**src/rtl/imu_offset_calibration_assert.svh**
```systemverilog
// Assertion macros for the IMU offset calibration block
`ifndef IMU_OFFSET_CALIBRATION_ASSERT_SVH
`define IMU_OFFSET_CALIBRATION_ASSERT_SVH

// same-cycle implication, clocked on clk, off during reset
`define IMU_OFS_ASSERT_NOW(lbl, ante, cons, msg) \
	lbl: assert property (@(posedge clk) disable iff (!arst_n) (ante) |-> (cons)) \
		else $error(msg);

// next-cycle implication, clocked on clk, off during reset
`define IMU_OFS_ASSERT_NEXT(lbl, ante, cons, msg) \
	lbl: assert property (@(posedge clk) disable iff (!arst_n) (ante) |=> (cons)) \
		else $error(msg);

`endif

```
**src/rtl/imu_ofs_pkg.sv**
```systemverilog
// Package: types, codes and widths of the IMU offset calibration block
`timescale 1ns / 1ps

package imu_ofs_pkg;

	localparam int SMP_W     = 16;
	localparam int OFS_W     = 18;
	localparam int SUM_W     = 32;
	localparam int CFG_W     = 15;
	localparam int NUM_AXES  = 6;
	localparam int CAL_AXES  = 3;
	localparam int DIV_CNT_W = $clog2(SUM_W);

	localparam logic [CFG_W-1:0] CAL_SAMPLES_RST = CFG_W'(1000);
	localparam logic [CFG_W-1:0] ONE_G_RST       = CFG_W'(16384);

	localparam logic [1:0] REQ_SAMPLE = 2'd0;
	localparam logic [1:0] REQ_GYRO   = 2'd1;
	localparam logic [1:0] REQ_ACCEL  = 2'd2;

	localparam logic [1:0] STAT_DONE = 2'd3;

	localparam logic [1:0] CFG_BYPASS  = 2'd0;
	localparam logic [1:0] CFG_SAMPLES = 2'd1;
	localparam logic [1:0] CFG_ONE_G   = 2'd2;

	typedef enum logic [1:0] {
		MODE_IDLE  = 2'd0,
		MODE_GYRO  = 2'd1,
		MODE_ACCEL = 2'd2
	} cal_mode_t;

	typedef enum logic [1:0] {
		ST_IDLE,
		ST_DIV_START,
		ST_DIV_WAIT,
		ST_OUT
	} state_t;

	typedef struct packed {
		logic busy;
		logic done;
	} div_stat_t;

endpackage

```
**src/rtl/imu_ofs_in_if.sv**
```systemverilog
// Sample request channel: valid/ready with request code and raw six-axis sample
`timescale 1ns / 1ps

interface imu_ofs_in_if import imu_ofs_pkg::*; ();
	logic                    valid;
	logic                    ready;
	logic [1:0]              req_type;
	logic                    data_ready;
	logic signed [SMP_W-1:0] accel_x;
	logic signed [SMP_W-1:0] accel_y;
	logic signed [SMP_W-1:0] accel_z;
	logic signed [SMP_W-1:0] gyro_x;
	logic signed [SMP_W-1:0] gyro_y;
	logic signed [SMP_W-1:0] gyro_z;

	modport source (
		output valid, req_type, data_ready, accel_x, accel_y, accel_z,
			gyro_x, gyro_y, gyro_z,
		input  ready
	);
	modport sink (
		input  valid, req_type, data_ready, accel_x, accel_y, accel_z,
			gyro_x, gyro_y, gyro_z,
		output ready
	);
endinterface

```
**src/rtl/imu_ofs_out_if.sv**
```systemverilog
// Result channel: valid/ready with corrected six-axis sample and calibration status
`timescale 1ns / 1ps

interface imu_ofs_out_if import imu_ofs_pkg::*; ();
	logic                    valid;
	logic                    ready;
	logic signed [SMP_W-1:0] out_accel_x;
	logic signed [SMP_W-1:0] out_accel_y;
	logic signed [SMP_W-1:0] out_accel_z;
	logic signed [SMP_W-1:0] out_gyro_x;
	logic signed [SMP_W-1:0] out_gyro_y;
	logic signed [SMP_W-1:0] out_gyro_z;
	logic [1:0]              cal_status;

	modport source (
		output valid, out_accel_x, out_accel_y, out_accel_z, out_gyro_x, out_gyro_y,
			out_gyro_z, cal_status,
		input  ready
	);
	modport sink (
		input  valid, out_accel_x, out_accel_y, out_accel_z, out_gyro_x, out_gyro_y,
			out_gyro_z, cal_status,
		output ready
	);
endinterface

```
**src/rtl/imu_ofs_div.sv**
```systemverilog
// Serial restoring divider: signed sum over unsigned sample count, truncating
`timescale 1ns / 1ps

module imu_ofs_div import imu_ofs_pkg::*; (
	input  logic                    clk,
	input  logic                    arst_n,
	input  logic                    start,
	input  logic signed [SUM_W-1:0] dividend,
	input  logic [CFG_W-1:0]        divisor,
	output div_stat_t               stat,
	output logic signed [SUM_W-1:0] quotient
);

	logic                 busy_q;
	logic                 done_q;
	logic                 neg_q;
	logic [SUM_W-1:0]     quo_q;
	logic [CFG_W-1:0]     rem_q;
	logic [CFG_W-1:0]     den_q;
	logic [DIV_CNT_W-1:0] cnt_q;

	logic [CFG_W:0]   shifted;
	logic [CFG_W+1:0] diff;
	logic             fits;
	logic             last;

	always_comb begin
		shifted = {rem_q, quo_q[SUM_W-1]};
		diff    = {1'b0, shifted} - {2'b00, den_q};
		fits    = !diff[CFG_W+1];
		last    = (cnt_q == DIV_CNT_W'(SUM_W - 1));
	end

	always_ff @(posedge clk or negedge arst_n) begin
		if (!arst_n) begin
			busy_q <= 1'b0;
			done_q <= 1'b0;
			cnt_q  <= '0;
		end else begin
			done_q <= busy_q && last;
			if (start) begin
				busy_q <= 1'b1;
				cnt_q  <= '0;
			end else if (busy_q) begin
				cnt_q <= cnt_q + DIV_CNT_W'(1);
				if (last) begin
					busy_q <= 1'b0;
				end
			end
		end
	end

	always_ff @(posedge clk) begin
		if (start) begin
			neg_q <= dividend[SUM_W-1];
			quo_q <= dividend[SUM_W-1] ? SUM_W'(-dividend) : SUM_W'(dividend);
			rem_q <= '0;
			den_q <= divisor;
		end else if (busy_q) begin
			rem_q <= fits ? diff[CFG_W-1:0] : shifted[CFG_W-1:0];
			quo_q <= {quo_q[SUM_W-2:0], fits};
		end
	end

	assign quotient  = neg_q ? -$signed(quo_q) : $signed(quo_q);
	assign stat.busy = busy_q;
	assign stat.done = done_q;

endmodule

```
**src/rtl/imu_offset_calibration.sv**
```systemverilog
// Top level: IMU sample holding, offset correction and bias calibration sequencer
//
//   channel   kind        members
//   sample    sink        req_type, data_ready, six raw axes
//   result    source      six corrected axes, cal_status
//   cfg_*     write only  raw_bypass, cal_samples, one_g_counts
//
// A plain item is accepted, then loaded into the result register.
// An item that ends a calibration run first waits on the one serial divider,
// which works through the three axes in turn before the result register load.
// Reset clears held samples, offsets, sums and the run state; no clearing pass.
// A stalled result holds the block in its output state; the next request is
// taken while the previous result waits in the output register.
`timescale 1ns / 1ps
`include "imu_offset_calibration_assert.svh"

module imu_offset_calibration import imu_ofs_pkg::*; (
	input  logic              clk,
	input  logic              arst_n,
	imu_ofs_in_if.sink        sample,
	imu_ofs_out_if.source     result,
	input  logic              cfg_we,
	input  logic [1:0]        cfg_index,
	input  logic [CFG_W-1:0]  cfg_data
);

	state_t state_q, state_d;

	logic             bypass_q;
	logic [CFG_W-1:0] cal_samples_q;
	logic [CFG_W-1:0] one_g_q;

	logic signed [SMP_W-1:0] held_q [NUM_AXES];
	logic signed [OFS_W-1:0] ofs_q  [NUM_AXES];
	logic [SUM_W-1:0]        sum_q  [CAL_AXES];
	logic [CFG_W-1:0]        cnt_q;
	cal_mode_t               mode_q;
	cal_mode_t               fin_mode_q;
	logic [1:0]              axis_q;
	logic [1:0]              status_q;
	logic                    out_valid_q;

	logic signed [SMP_W-1:0] cur [NUM_AXES];
	logic [SUM_W-1:0]        sum_nxt [CAL_AXES];
	logic [CFG_W-1:0]        n_eff;
	logic [CFG_W-1:0]        cnt_inc;
	logic                    fin_now;
	logic                    acc;
	logic                    out_free;
	logic                    div_start;
	logic                    ofs_we;
	logic                    out_load;

	div_stat_t               div_stat;
	logic signed [SUM_W-1:0] div_quo;
	logic signed [SUM_W:0]   avg;
	logic [SUM_W:OFS_W-1]    avg_hi;
	logic signed [OFS_W-1:0] ofs_new;
	logic [2:0]              ofs_idx;

	imu_ofs_div u_div (
		.clk      (clk),
		.arst_n   (arst_n),
		.start    (div_start),
		.dividend (sum_q[axis_q]),
		.divisor  (n_eff),
		.stat     (div_stat),
		.quotient (div_quo)
	);

	// sample in view for this request: new one if flagged, else the held one
	always_comb begin
		cur[0] = sample.data_ready ? sample.accel_x : held_q[0];
		cur[1] = sample.data_ready ? sample.accel_y : held_q[1];
		cur[2] = sample.data_ready ? sample.accel_z : held_q[2];
		cur[3] = sample.data_ready ? sample.gyro_x  : held_q[3];
		cur[4] = sample.data_ready ? sample.gyro_y  : held_q[4];
		cur[5] = sample.data_ready ? sample.gyro_z  : held_q[5];
		for (int k = 0; k < CAL_AXES; k++) begin
			sum_nxt[k] = sum_q[k] + SUM_W'((mode_q == MODE_GYRO) ? cur[k + 3] : cur[k]);
		end
		n_eff   = (cal_samples_q == '0) ? CFG_W'(1) : cal_samples_q;
		cnt_inc = cnt_q + CFG_W'(1);
		fin_now = (mode_q != MODE_IDLE) && ((cnt_inc >= n_eff) || (cnt_inc == '0));
	end

	// offset from truncated average, z-accel less one g, saturated
	always_comb begin
		avg = {div_quo[SUM_W-1], div_quo}
			- ((fin_mode_q == MODE_ACCEL && axis_q == 2'd2) ? (SUM_W+1)'(one_g_q) : '0);
		avg_hi = avg[SUM_W:OFS_W-1];
		if ((&avg_hi) || !(|avg_hi)) begin
			ofs_new = avg[OFS_W-1:0];
		end else begin
			ofs_new = avg[SUM_W] ? {1'b1, {(OFS_W-1){1'b0}}} : {1'b0, {(OFS_W-1){1'b1}}};
		end
		ofs_idx = (fin_mode_q == MODE_GYRO) ? 3'({1'b0, axis_q}) + 3'd3 : 3'({1'b0, axis_q});
	end

	assign out_free = !out_valid_q || result.ready;
	assign acc      = sample.valid && sample.ready;

	always_comb begin
		state_d = state_q;
		unique case (state_q)
			ST_IDLE: begin
				if (acc) begin
					state_d = fin_now ? ST_DIV_START : ST_OUT;
				end
			end
			ST_DIV_START: begin
				state_d = ST_DIV_WAIT;
			end
			ST_DIV_WAIT: begin
				if (div_stat.done) begin
					state_d = (axis_q == 2'd2) ? ST_OUT : ST_DIV_START;
				end
			end
			ST_OUT: begin
				if (out_free) begin
					state_d = ST_IDLE;
				end
			end
			default: state_d = ST_IDLE;
		endcase
	end

	always_comb begin
		sample.ready = (state_q == ST_IDLE);
		div_start    = (state_q == ST_DIV_START);
		ofs_we       = (state_q == ST_DIV_WAIT) && div_stat.done;
		out_load     = (state_q == ST_OUT) && out_free;
	end

	always_ff @(posedge clk or negedge arst_n) begin
		if (!arst_n) begin
			state_q       <= ST_IDLE;
			bypass_q      <= 1'b0;
			cal_samples_q <= CAL_SAMPLES_RST;
			one_g_q       <= ONE_G_RST;
			mode_q        <= MODE_IDLE;
			fin_mode_q    <= MODE_IDLE;
			cnt_q         <= '0;
			axis_q        <= '0;
			status_q      <= '0;
			out_valid_q   <= 1'b0;
			for (int k = 0; k < NUM_AXES; k++) begin
				held_q[k] <= '0;
				ofs_q[k]  <= '0;
			end
			for (int k = 0; k < CAL_AXES; k++) begin
				sum_q[k] <= '0;
			end
		end else begin
			state_q <= state_d;
			if (cfg_we) begin
				unique case (cfg_index)
					CFG_BYPASS:  bypass_q      <= cfg_data[0];
					CFG_SAMPLES: cal_samples_q <= cfg_data;
					CFG_ONE_G:   one_g_q       <= cfg_data;
					default: ;
				endcase
			end
			if (acc) begin
				axis_q <= '0;
				if (sample.data_ready) begin
					for (int k = 0; k < NUM_AXES; k++) begin
						held_q[k] <= cur[k];
					end
				end
				if (mode_q == MODE_IDLE
						&& (sample.req_type == REQ_GYRO || sample.req_type == REQ_ACCEL)) begin
					mode_q   <= cal_mode_t'(sample.req_type);
					cnt_q    <= '0;
					status_q <= sample.req_type;
					for (int k = 0; k < CAL_AXES; k++) begin
						sum_q[k] <= '0;
					end
				end else if (mode_q != MODE_IDLE) begin
					for (int k = 0; k < CAL_AXES; k++) begin
						sum_q[k] <= sum_nxt[k];
					end
					if (fin_now) begin
						fin_mode_q <= mode_q;
						mode_q     <= MODE_IDLE;
						cnt_q      <= '0;
						status_q   <= STAT_DONE;
					end else begin
						cnt_q    <= cnt_inc;
						status_q <= mode_q;
					end
				end else begin
					status_q <= MODE_IDLE;
				end
			end
			if (ofs_we) begin
				axis_q <= axis_q + 2'd1;
				for (int k = 0; k < NUM_AXES; k++) begin
					if (ofs_idx == 3'(k)) begin
						ofs_q[k] <= ofs_new;
					end
				end
			end
			if (out_load) begin
				out_valid_q <= 1'b1;
			end else if (result.ready) begin
				out_valid_q <= 1'b0;
			end
		end
	end

	always_ff @(posedge clk) begin
		if (out_load) begin
			result.out_accel_x <= bypass_q ? held_q[0] : held_q[0] - ofs_q[0][SMP_W-1:0];
			result.out_accel_y <= bypass_q ? held_q[1] : held_q[1] - ofs_q[1][SMP_W-1:0];
			result.out_accel_z <= bypass_q ? held_q[2] : held_q[2] - ofs_q[2][SMP_W-1:0];
			result.out_gyro_x  <= bypass_q ? held_q[3] : held_q[3] - ofs_q[3][SMP_W-1:0];
			result.out_gyro_y  <= bypass_q ? held_q[4] : held_q[4] - ofs_q[4][SMP_W-1:0];
			result.out_gyro_z  <= bypass_q ? held_q[5] : held_q[5] - ofs_q[5][SMP_W-1:0];
			result.cal_status  <= status_q;
		end
	end

	assign result.valid = out_valid_q;

	`IMU_OFS_ASSERT_NOW(a_div_alive, (state_q == ST_DIV_WAIT && !div_stat.done), div_stat.busy, "divider idle while awaited")
	`IMU_OFS_ASSERT_NOW(a_div_run_ended, (state_q == ST_DIV_START), (mode_q == MODE_IDLE && status_q == STAT_DONE), "division outside finished run")
	`IMU_OFS_ASSERT_NEXT(a_accept_moves, acc, (state_q == ST_OUT || state_q == ST_DIV_START), "request accepted without progress")
	`IMU_OFS_ASSERT_NOW(a_axis_range, (state_q == ST_DIV_WAIT || state_q == ST_DIV_START), (axis_q != 2'd3), "axis index out of range")

endmodule
```
**src/flat_wrapper.sv**
```systemverilog
// flat-port wrapper written by rule: the top's interface ports become plain ports
module imu_offset_calibration_flat import imu_ofs_pkg::*;
  (clk, arst_n, cfg_we, cfg_index, cfg_data, sample_valid, sample_req_type, sample_data_ready, sample_accel_x, sample_accel_y, sample_accel_z, sample_gyro_x, sample_gyro_y, sample_gyro_z, sample_ready, result_valid, result_out_accel_x, result_out_accel_y, result_out_accel_z, result_out_gyro_x, result_out_gyro_y, result_out_gyro_z, result_cal_status, result_ready);
  imu_ofs_in_if sample_i ();
  imu_ofs_out_if result_i ();
  input  logic clk;
  input  logic arst_n;
  input  logic cfg_we;
  input  logic [1:0] cfg_index;
  input  logic [CFG_W-1:0] cfg_data;
  input wire logic [$bits(sample_i.valid)-1:0] sample_valid;
  input wire logic [$bits(sample_i.req_type)-1:0] sample_req_type;
  input wire logic [$bits(sample_i.data_ready)-1:0] sample_data_ready;
  input wire logic [$bits(sample_i.accel_x)-1:0] sample_accel_x;
  input wire logic [$bits(sample_i.accel_y)-1:0] sample_accel_y;
  input wire logic [$bits(sample_i.accel_z)-1:0] sample_accel_z;
  input wire logic [$bits(sample_i.gyro_x)-1:0] sample_gyro_x;
  input wire logic [$bits(sample_i.gyro_y)-1:0] sample_gyro_y;
  input wire logic [$bits(sample_i.gyro_z)-1:0] sample_gyro_z;
  output wire logic [$bits(sample_i.ready)-1:0] sample_ready;
  output wire logic [$bits(result_i.valid)-1:0] result_valid;
  output wire logic [$bits(result_i.out_accel_x)-1:0] result_out_accel_x;
  output wire logic [$bits(result_i.out_accel_y)-1:0] result_out_accel_y;
  output wire logic [$bits(result_i.out_accel_z)-1:0] result_out_accel_z;
  output wire logic [$bits(result_i.out_gyro_x)-1:0] result_out_gyro_x;
  output wire logic [$bits(result_i.out_gyro_y)-1:0] result_out_gyro_y;
  output wire logic [$bits(result_i.out_gyro_z)-1:0] result_out_gyro_z;
  output wire logic [$bits(result_i.cal_status)-1:0] result_cal_status;
  input wire logic [$bits(result_i.ready)-1:0] result_ready;
  assign sample_i.valid = sample_valid;
  assign sample_i.req_type = sample_req_type;
  assign sample_i.data_ready = sample_data_ready;
  assign sample_i.accel_x = sample_accel_x;
  assign sample_i.accel_y = sample_accel_y;
  assign sample_i.accel_z = sample_accel_z;
  assign sample_i.gyro_x = sample_gyro_x;
  assign sample_i.gyro_y = sample_gyro_y;
  assign sample_i.gyro_z = sample_gyro_z;
  assign sample_ready = sample_i.ready;
  assign result_valid = result_i.valid;
  assign result_out_accel_x = result_i.out_accel_x;
  assign result_out_accel_y = result_i.out_accel_y;
  assign result_out_accel_z = result_i.out_accel_z;
  assign result_out_gyro_x = result_i.out_gyro_x;
  assign result_out_gyro_y = result_i.out_gyro_y;
  assign result_out_gyro_z = result_i.out_gyro_z;
  assign result_cal_status = result_i.cal_status;
  assign result_i.ready = result_ready;
  imu_offset_calibration u_core (.clk(clk), .arst_n(arst_n), .sample(sample_i), .result(result_i), .cfg_we(cfg_we), .cfg_index(cfg_index), .cfg_data(cfg_data));
endmodule
```
**config.mk**
```make
export PLATFORM = sky130hd
export DESIGN_NAME = imu_offset_calibration_flat
export DESIGN_NICKNAME = d
export VERILOG_FILES = /design/src/rtl/imu_ofs_pkg.sv /design/src/rtl/imu_ofs_in_if.sv /design/src/rtl/imu_ofs_out_if.sv /design/src/rtl/imu_ofs_div.sv /design/src/rtl/imu_offset_calibration.sv /design/src/flat_wrapper.sv
export VERILOG_INCLUDE_DIRS = /design/src /design/src/rtl
export SDC_FILE = /design/constraint.sdc
export NUM_CORES = 1
export LEC_CHECK = 0
export BUFFER_PORTS_ARGS = -buffer_cell sky130_fd_sc_hd__buf_2
export CAP_MARGIN = 20
export CELL_PAD_IN_SITES_DETAIL_PLACEMENT = 0
export CELL_PAD_IN_SITES_GLOBAL_PLACEMENT = 1
export CORE_ASPECT_RATIO = 0.8
export CORE_MARGIN = 4
export CORE_UTILIZATION = 40
export CTS_BUF_LIST = sky130_fd_sc_hd__clkbuf_4 sky130_fd_sc_hd__clkbuf_8 sky130_fd_sc_hd__clkbuf_16
export DETAILED_ROUTE_END_ITERATION = 8
export PLACE_DENSITY_LB_ADDON = 0.1
export SKIP_CTS_REPAIR_TIMING = 1
export SLEW_MARGIN = 30
export SYNTH_ARGS = -nofsm -noshare
export SYNTH_HDL_FRONTEND = slang
export SYNTH_SLANG_ARGS = --single-unit
```
**constraint.sdc**
```tcl
create_clock -name clk -period 7.25 [get_ports clk]
set_input_delay 1.45 -clock clk [delete_from_list [all_inputs] [get_ports clk]]
set_output_delay 1.45 -clock clk [all_outputs]
set_load 0.005 [all_outputs]
```
==> metrics.yaml, run 1 <==
dr_wl_met3_um: 6040
clock_sinks: 513
cts_buffers: 57
drive_gt1_frac: 0.158
drt-wirelength-per-cell_um: 22.3
worst_pin_slew_ps: 927
grt_max_degree: 154
synth_area_leaders: "dfrtp_1 25%, edfxtp_1 13%, ha_1 8.7%"
fin_crit_ps: 6060
pwr_density_cell_nw_per_um2: 444
finalSetupViolCount: 0
top_layer_used: "met4"
required_ps: 7800
slew_violations: 0
finClkSkew_ps: 30.6
critPathMostFrequentCell: "a21oi_1"
status: "complete, no violations"
setup_tns_ps: 0
crit_type: "flop to flop"
regArea_um2: 13500
areaGrowthSynthToFinish_pct: 12.9
rsz0062_at_grt: "no"
min_period_over_period: 0.836
wirelength_um: 110000
fillers: 7981
synth_top_area_cell: "dfrtp_1"
yosys_register_bits: 513
synth_common_cells: "402 x nand2_1, 346 x o21ai_0, 345 x dfrtp_1"
portBuffers: 220
grt_pass1_wl_um: 167000
grt-ovfl-total: 0
cts_buffer_depth: 3
cp_slowest_cell: "a21o_1"
multi_input_area_um2: 19200
place.gp.congestion: 0.869
worstSetupStartpointType: "flop"
seq_area_frac_synth: 0.398
die_area_um2: 89600
r2r_cells: 18
clk_latency_ps: 640
wl_met2_um: 47500
synthMostInstantiatedCell: "nand2_1"
core-area_um2: 84000
drt-met1-wl_um: 54100
grt_usage: 0.240
via_count: 28100
start_util: 0.404
grt_pass1_vias: 27400
end_kind: "flop"
crit_chain: "inv_1 -> ha_1 -> nor4b_2 -> nand3_1 -> o21ai_0 -> xnor2_1 -> ha_1 -> o211ai_1 -> a21oi_1 -> o31ai_1 -> nand3_1 -> or4_1 -> a2111oi_2 -> a21o_1 -> buf_4 -> a21oi_1 -> buf_4 -> a21oi_1"
yosysTopAreaCellShare: 0.254
cts_tree: "done"
async_flop_share: 0.686
hold_violations: 0
path_buf_inv: 3
firstDrtPassIters: 5
num_rows: 95
crit_family: "compound AO/OA/AOI/OAI gates"
power_leakage_nw: 16.3
peakVddDrop_uv: 210
syn_nets: 3976
synth_cells: 3609
synth_area_um2: 33900
avgViaCountPerCell: 5.69
hold_path.class: "flop to flop"
ys_warn_count: 0
die_h_um: 269
first_iter_violations: 2096
antenna_found_initial: 3
pin_count: 221
drv_cap: 0
maxSlewHeadroom: 0.382
die_w_um: 334
clk_pin_slew_worst_paths_ps: 70
whs_path_depth: 0
regToRegSetupSlack_ps: 1190
synth_cell_types: 83
max_stage_delay_ps: 660
synth_edf_count: 146
drc: 0
htreeDepth: 2
dp_hpwl_um: 84500
whs_ps: 463
worst_ep_arrival_time_ps: 6610
num-nets-final: 4142
max_freq_ghz: 0.165
synthFlopType: "dfrtp_1"
cp_max_fo: 14
cts_root_buf: "clkbuf_16"
drtAntennaViolNets: 0
avgSynthCellArea_um2: 9.41
worst-path-stages: 18
==> layout by cell type (no fill, tap or decap), types with 15 or more instances in the layout <==
cell type	count
nand2b_1	28
xor2_1	114
a22o_1	24
dfrtp_1	342
nor2_1	266
nor4_1	26
nand2_1	400
and3_1	22
o21ai_0	346
buf_4	43
a211oi_1	19
buf_2	218
a31oi_1	17
inv_1	204
mux2_2	119
xnor2_1	101
o21a_1	49
dfxtp_1	15
a21oi_2	17
nor2b_1	45
clkinv_2	15
edfxtp_1	146
mux2i_1	55
a21boi_0	30
nand3_1	48
o211ai_1	27
nand4_1	27
a21oi_1	246
clkbuf_16	62
nor3_1	66
mux4_2	48
a21o_1	46
o31ai_1	59
or3_1	40
ha_1	235
==> path summary, 6_finish.rpt <==
check                                      startpoint                          end
min in group asynchronous                      arst_n             u_core.cnt_q[11]
worst max register to register  u_core.u_div.quo_q[0]              u_core.ofs_q[6]
worst max-delay path            u_core.u_div.quo_q[0]              u_core.ofs_q[6]
max in group asynchronous                      arst_n             u_core.held_q[7]
worst min-delay path               u_core.status_q[0]  u_core.result.cal_status[0]
worst min register to register     u_core.status_q[0]  u_core.result.cal_status[0]
==> cell type report <==
class / count / area share
Antenna cell: 1 / 0.0000653
Clock buffer: 77 / 0.0441
Clock inverter: 31 / 0.00748
Inverter: 206 / 0.0202
Multi-Input combinational cell: 2731 / 0.500
Sequential cell: 513 / 0.352
Tap cell: 1115 / 0.0364
Timing Repair Buffer: 266 / 0.0396
==> per-layer routing <==
layer / up-vias / GRT usage
met4: 0 / 0.0639
met2: 750 / 0.363
met1: 13800 / 0.364
met5: - / 0
li1: 13400 / -
met3: 143 / 0.0297
==> registers in the layout (all words and copies together) (netlist names), 5 cells and up <==
name	flops
u_core.sum_q	96
u_core.one_g_q	15
u_core.result.out_accel_y	16
u_core.u_div.quo_q	32
u_core.ofs_q	96
u_core.result.out_gyro_y	16
u_core.result.out_gyro_z	16
u_core.cnt_q	15
u_core.result.out_accel_x	16
u_core.result.out_gyro_x	16
u_core.held_q	96
u_core.u_div.rem_q	15
u_core.result.out_accel_z	16
u_core.cal_samples_q	15
u_core.u_div.den_q	15
u_core.u_div.cnt_q	5
==> where the power goes <==
part,total [mW],switching (mW),internal [mW]
Combinational,8.84,5.13,3.70
Clock,3.09,1.28,1.81
Sequential,5.08,1.05,4.03
==> stage by stage <==
stage | worst slack [ps] | area (um^2) | utilization | total power [mW] | instances
3_3_place_gp | 1130 | 36300 | 0.432 | 13.7 | 4829
4_1_cts | 1150 | 38300 | 0.456 | 17.0 | 4938
2_1_floorplan | 1120 | 33900 | - | 11.2 | 3609
6_report | 1190 | 38300 | 0.456 | 17.0 | 4940
5_1_grt | 712 | 38300 | 0.456 | 18.3 | 4940
3_5_place_dp | 1130 | 36300 | 0.432 | 13.8 | 4830
==> cell families after synthesis <==
family | synth area share
buf+inv | 0.0410
compound gates | 0.183
xor+xnor | 0.0555
simple gates | 0.143
fa+ha+maj | 0.0931
flops | 0.398
mux | 0.0875
(Power assumes the default switching activity.)
==> inputs of run 2 (changes only) <==
--- a/config.mk
+++ b/config.mk
@@ -6,6 +6,7 @@
 export SDC_FILE = /design/constraint.sdc
 export NUM_CORES = 1
 export LEC_CHECK = 0
+export ABC_AREA = 1
 export BUFFER_PORTS_ARGS = -buffer_cell sky130_fd_sc_hd__buf_2
 export CAP_MARGIN = 20
 export CELL_PAD_IN_SITES_DETAIL_PLACEMENT = 0
==> constraint.sdc (replaced) <==
create_clock -name clk -period 5.2 [get_ports clk]
set_input_delay 1.04 -clock clk [delete_from_list [all_inputs] [get_ports clk]]
set_output_delay 1.04 -clock clk [all_outputs]
set_load 0.005 [all_outputs]
==> run 2 against run 1 <==
  * Sequential power grew 39%
  * Area after synthesis is 4.5% higher
  * Combinational power rose by 66%
  * Fmax up 31%
  * Via count increased by 15%
  * Sequential cell count unchanged
  * Critical endpoint is now u_core.ofs_q[1]
  * Largest power group unchanged
  * Highest routed layer is now met5
==> metrics.yaml, run 2 <==
maxSlewHeadroom: 0.332  # -0.0504
yosys_register_bits: 513  # unchanged
worst_pin_slew_ps: 1000  # +74.4 ps
htreeDepth: 2  # unchanged
syn_nets: 5252  # +32%
pwr_density_cell_nw_per_um2: 649  # +46%
cp_max_fo: 10  # -4
core-area_um2: 87700  # +4.4%
finClkSkew_ps: 37.4  # +6.79 ps
fillers: 9102  # +14%
synth_common_cells: "1,456 x nand2_1, 623 x inv_1, 567 x o21ai_0"
drt-wirelength-per-cell_um: 19.0  # -15%
crit_end: "u_core.ofs_q[1]"
drive_gt1_frac: 0.0977  # -0.0605
die_area_um2: 93500  # +4.4%
worstSetupStartpointType: "flop"
cts_buffer_depth: 3  # unchanged
synth_edf_count: 146  # unchanged
async_flop_share: 0.686  # unchanged
grt_usage: 0.249  # +0.00919
synth_area_um2: 35500  # +4.5%
ys_warn_count: 0  # unchanged
peakVddDrop_uv: 277  # +32%
grt-ovfl-total: 0  # unchanged
drtAntennaViolNets: 0  # unchanged
status: "complete, no violations"
max_freq_ghz: 0.215  # +31%
synth_cells: 4885  # +35%
regToRegSetupSlack_ps: 560  # -630 ps
cts_root_buf: "clkbuf_16"
rsz0062_at_grt: "no"
r2r_end: "u_core.ofs_q[1]"
r2r_cells: 26  # +8
synth_top_area_cell: "dfrtp_1"
finalPower_mw: 25.9  # +52%
min_period_over_period: 0.893  # +0.0569
drc: 0  # unchanged
synth_area_leaders: "dfrtp_1 24%, nand2_1 15%, edfxtp_1 12%"
cp-startpoint: "u_core.axis_q[0]"
via_count: 32200  # +15%
antennaDiodeCount: 0  # -1
hold_violations: 0  # unchanged
synth_cell_types: 60  # -28%
reg_top3: "u_core.held_q x96, u_core.ofs_q x96, u_core.sum_q x96"
grt_pass1_wl_um: 180000  # +7.8%
grt_pass1_vias: 29200  # +6.7%
die_h_um: 274  # +2.2%
cts_tree: "done"
cts_buffers: 57  # unchanged
firstDrtPassIters: 5  # unchanged
hold_path.class: "input pin to async pin"
dp_hpwl_um: 91800  # +8.6%
num-nets-final: 5427  # +31%
clock_sinks: 513  # unchanged
setup_tns_ps: 0  # unchanged
multi_input_area_um2: 19000  # -0.82%
fin_crit_ps: 4640  # -1420 ps
start_util: 0.404  # about the same
areaGrowthSynthToFinish_pct: 12.6
dpl_cell_area_um2: 38000  # +4.7%
slew_violations: 0  # unchanged
finalSetupViolCount: 0  # unchanged
portBuffers: 220  # unchanged
crit_type: "flop to flop"
antenna_found_initial: 3  # unchanged
end_kind: "flop"
clk_latency_ps: 660  # +20 ps
avgSynthCellArea_um2: 7.26  # -23%
avgViaCountPerCell: 5.12  # -10%
synthMostInstantiatedCell: "nand2_1"
synthFlopType: "dfrtp_1"
layout_common_cells: "1,453 x nand2_1, 623 x inv_1, 564 x o21ai_0, 344 x dfrtp_1, 313 x a21oi_1"
grt_max_degree: 94  # -39%
r2r_start: "u_core.axis_q[0]"
die_w_um: 341  # +2.2%
wirelength_um: 120000  # +8.3%
final_area_um2: 39900  # +4.2%
power_leakage_nw: 19.7  # +20%
worst_ep_arrival_time_ps: 5180  # -1430 ps
yosysTopAreaCellShare: 0.243  # -0.0110
final_common_cell: "nand2_1"
place.gp.congestion: 0.883  # +1.7%
clk_pin_slew_worst_paths_ps: 70  # about the same
required_ps: 5740  # -2060 ps
whs_ps: 446  # -16.8 ps
num_rows: 97  # +2.1%
first_iter_violations: 2609  # +24%
pin_count: 221  # unchanged
seq_area_frac_synth: 0.381  # -0.0172
regArea_um2: 13500  # about the same
drv_cap: 0  # unchanged
-- run 2: cell types whose count changed in the layout (fill, tap and decap cells not counted), sizes merged, moves of 50 or more --
cell   before   now
inv       206   630
xnor2     101    47
mux2      119     0
nand3      48   173
nor2      269   319
nand2     402  1492
mux2i      55     0
a21oi     263   313
o21ai     348   582
-- run 2: how the worst min path moves through the flow --
| stage | cells past startpoint | to | slack, ps | from |
|---|---|---|---|---|
| 4_1_cts | 1 | u_core.u_div.cnt_q[3] | 460 | arst_n |
| 5_1_grt | 0 | u_core.u_div.den_q[2] | 480 | u_core.cal_samples_q[2] |
| 3_5_place_dp | 0 | u_core.result.cal_status[0] | 440 | u_core.status_q[0] |
| 2_1_floorplan | 0 | u_core.result.cal_status[1] | 420 | u_core.status_q[1] |
| 6_report | 1 | u_core.u_div.cnt_q[3] | 450 | arst_n |
| 3_3_place_gp | 0 | u_core.result.cal_status[0] | 440 | u_core.status_q[0] |
-- run 2: cells by family after synthesis --
group | Yosys count | share of synthesized area
simple gates | 2094 | 0.243
compound gates | 1119 | 0.174
buf+inv | 799 | 0.0858
flops | 513 | 0.381
fa+ha+maj | 246 | 0.0891
xor+xnor | 114 | 0.0281
-- run 2: per-stage QoR --
stage | util | setup WS (ps) | std cells
final | 0.455 | 557 | 6296
after global routing | 0.455 | 184 | 6296
after CTS | 0.455 | 376 | 6296
after detailed placement | 0.433 | 184 | 6189
after global placement | 0.433 | 266 | 6189
after floorplan | - | 673 | 4885
-- run 2: critical path, stage by stage (launching register included) --
cell and delay, ps:
dfrtp_1 380, inv_2 60, ha_1 140, inv_1 60, nor3_2 350, and2_1 200
ha_1 160, inv_1 70, fa_1 400, nand3_1 100, nand2_1 140, nand2_1 100
nand3_1 110, a21oi_1 370, nor2_1 120, nand3_1 190, nand2_2 100, nor2_2 130
nand2_1 60, nand2_1 60, nand2_1 50, nor2_1 140, nand3_2 140, nand3_2 310
nand2_1 380, nand2_1 150, nand2_1 60
-- run 2: cell type report --
class                   instances  share of cell area
clock inverters                34             0.00777
repair buffers                282              0.0418
well taps                    1188              0.0372
flip-flops and latches        513               0.338
clock buffers                  73              0.0398
inverters                     633              0.0595
multi-input cells            3573               0.476
-- run 2: power breakdown --
part	internal (mW)	leakage, nW	total [mW]	switching (mW)
Sequential	5.68	6.10	7.06	1.39
Combinational	5.06	12.6	14.7	9.59
Clock	2.37	0.953	4.20	1.83
Total	13.1	19.7	25.9	12.8
-- run 2: routing by layer --
metal / track usage / part of all wire / vias up
li1: - / - / 16400
met1: 0.390 / 0.50 / 14900
met2: 0.361 / 0.41 / 803
met3: 0.0326 / 0.061 / 123
met4: 0.0578 / 0.023 / 2
met5: 0.00729 / 0.00074 / -
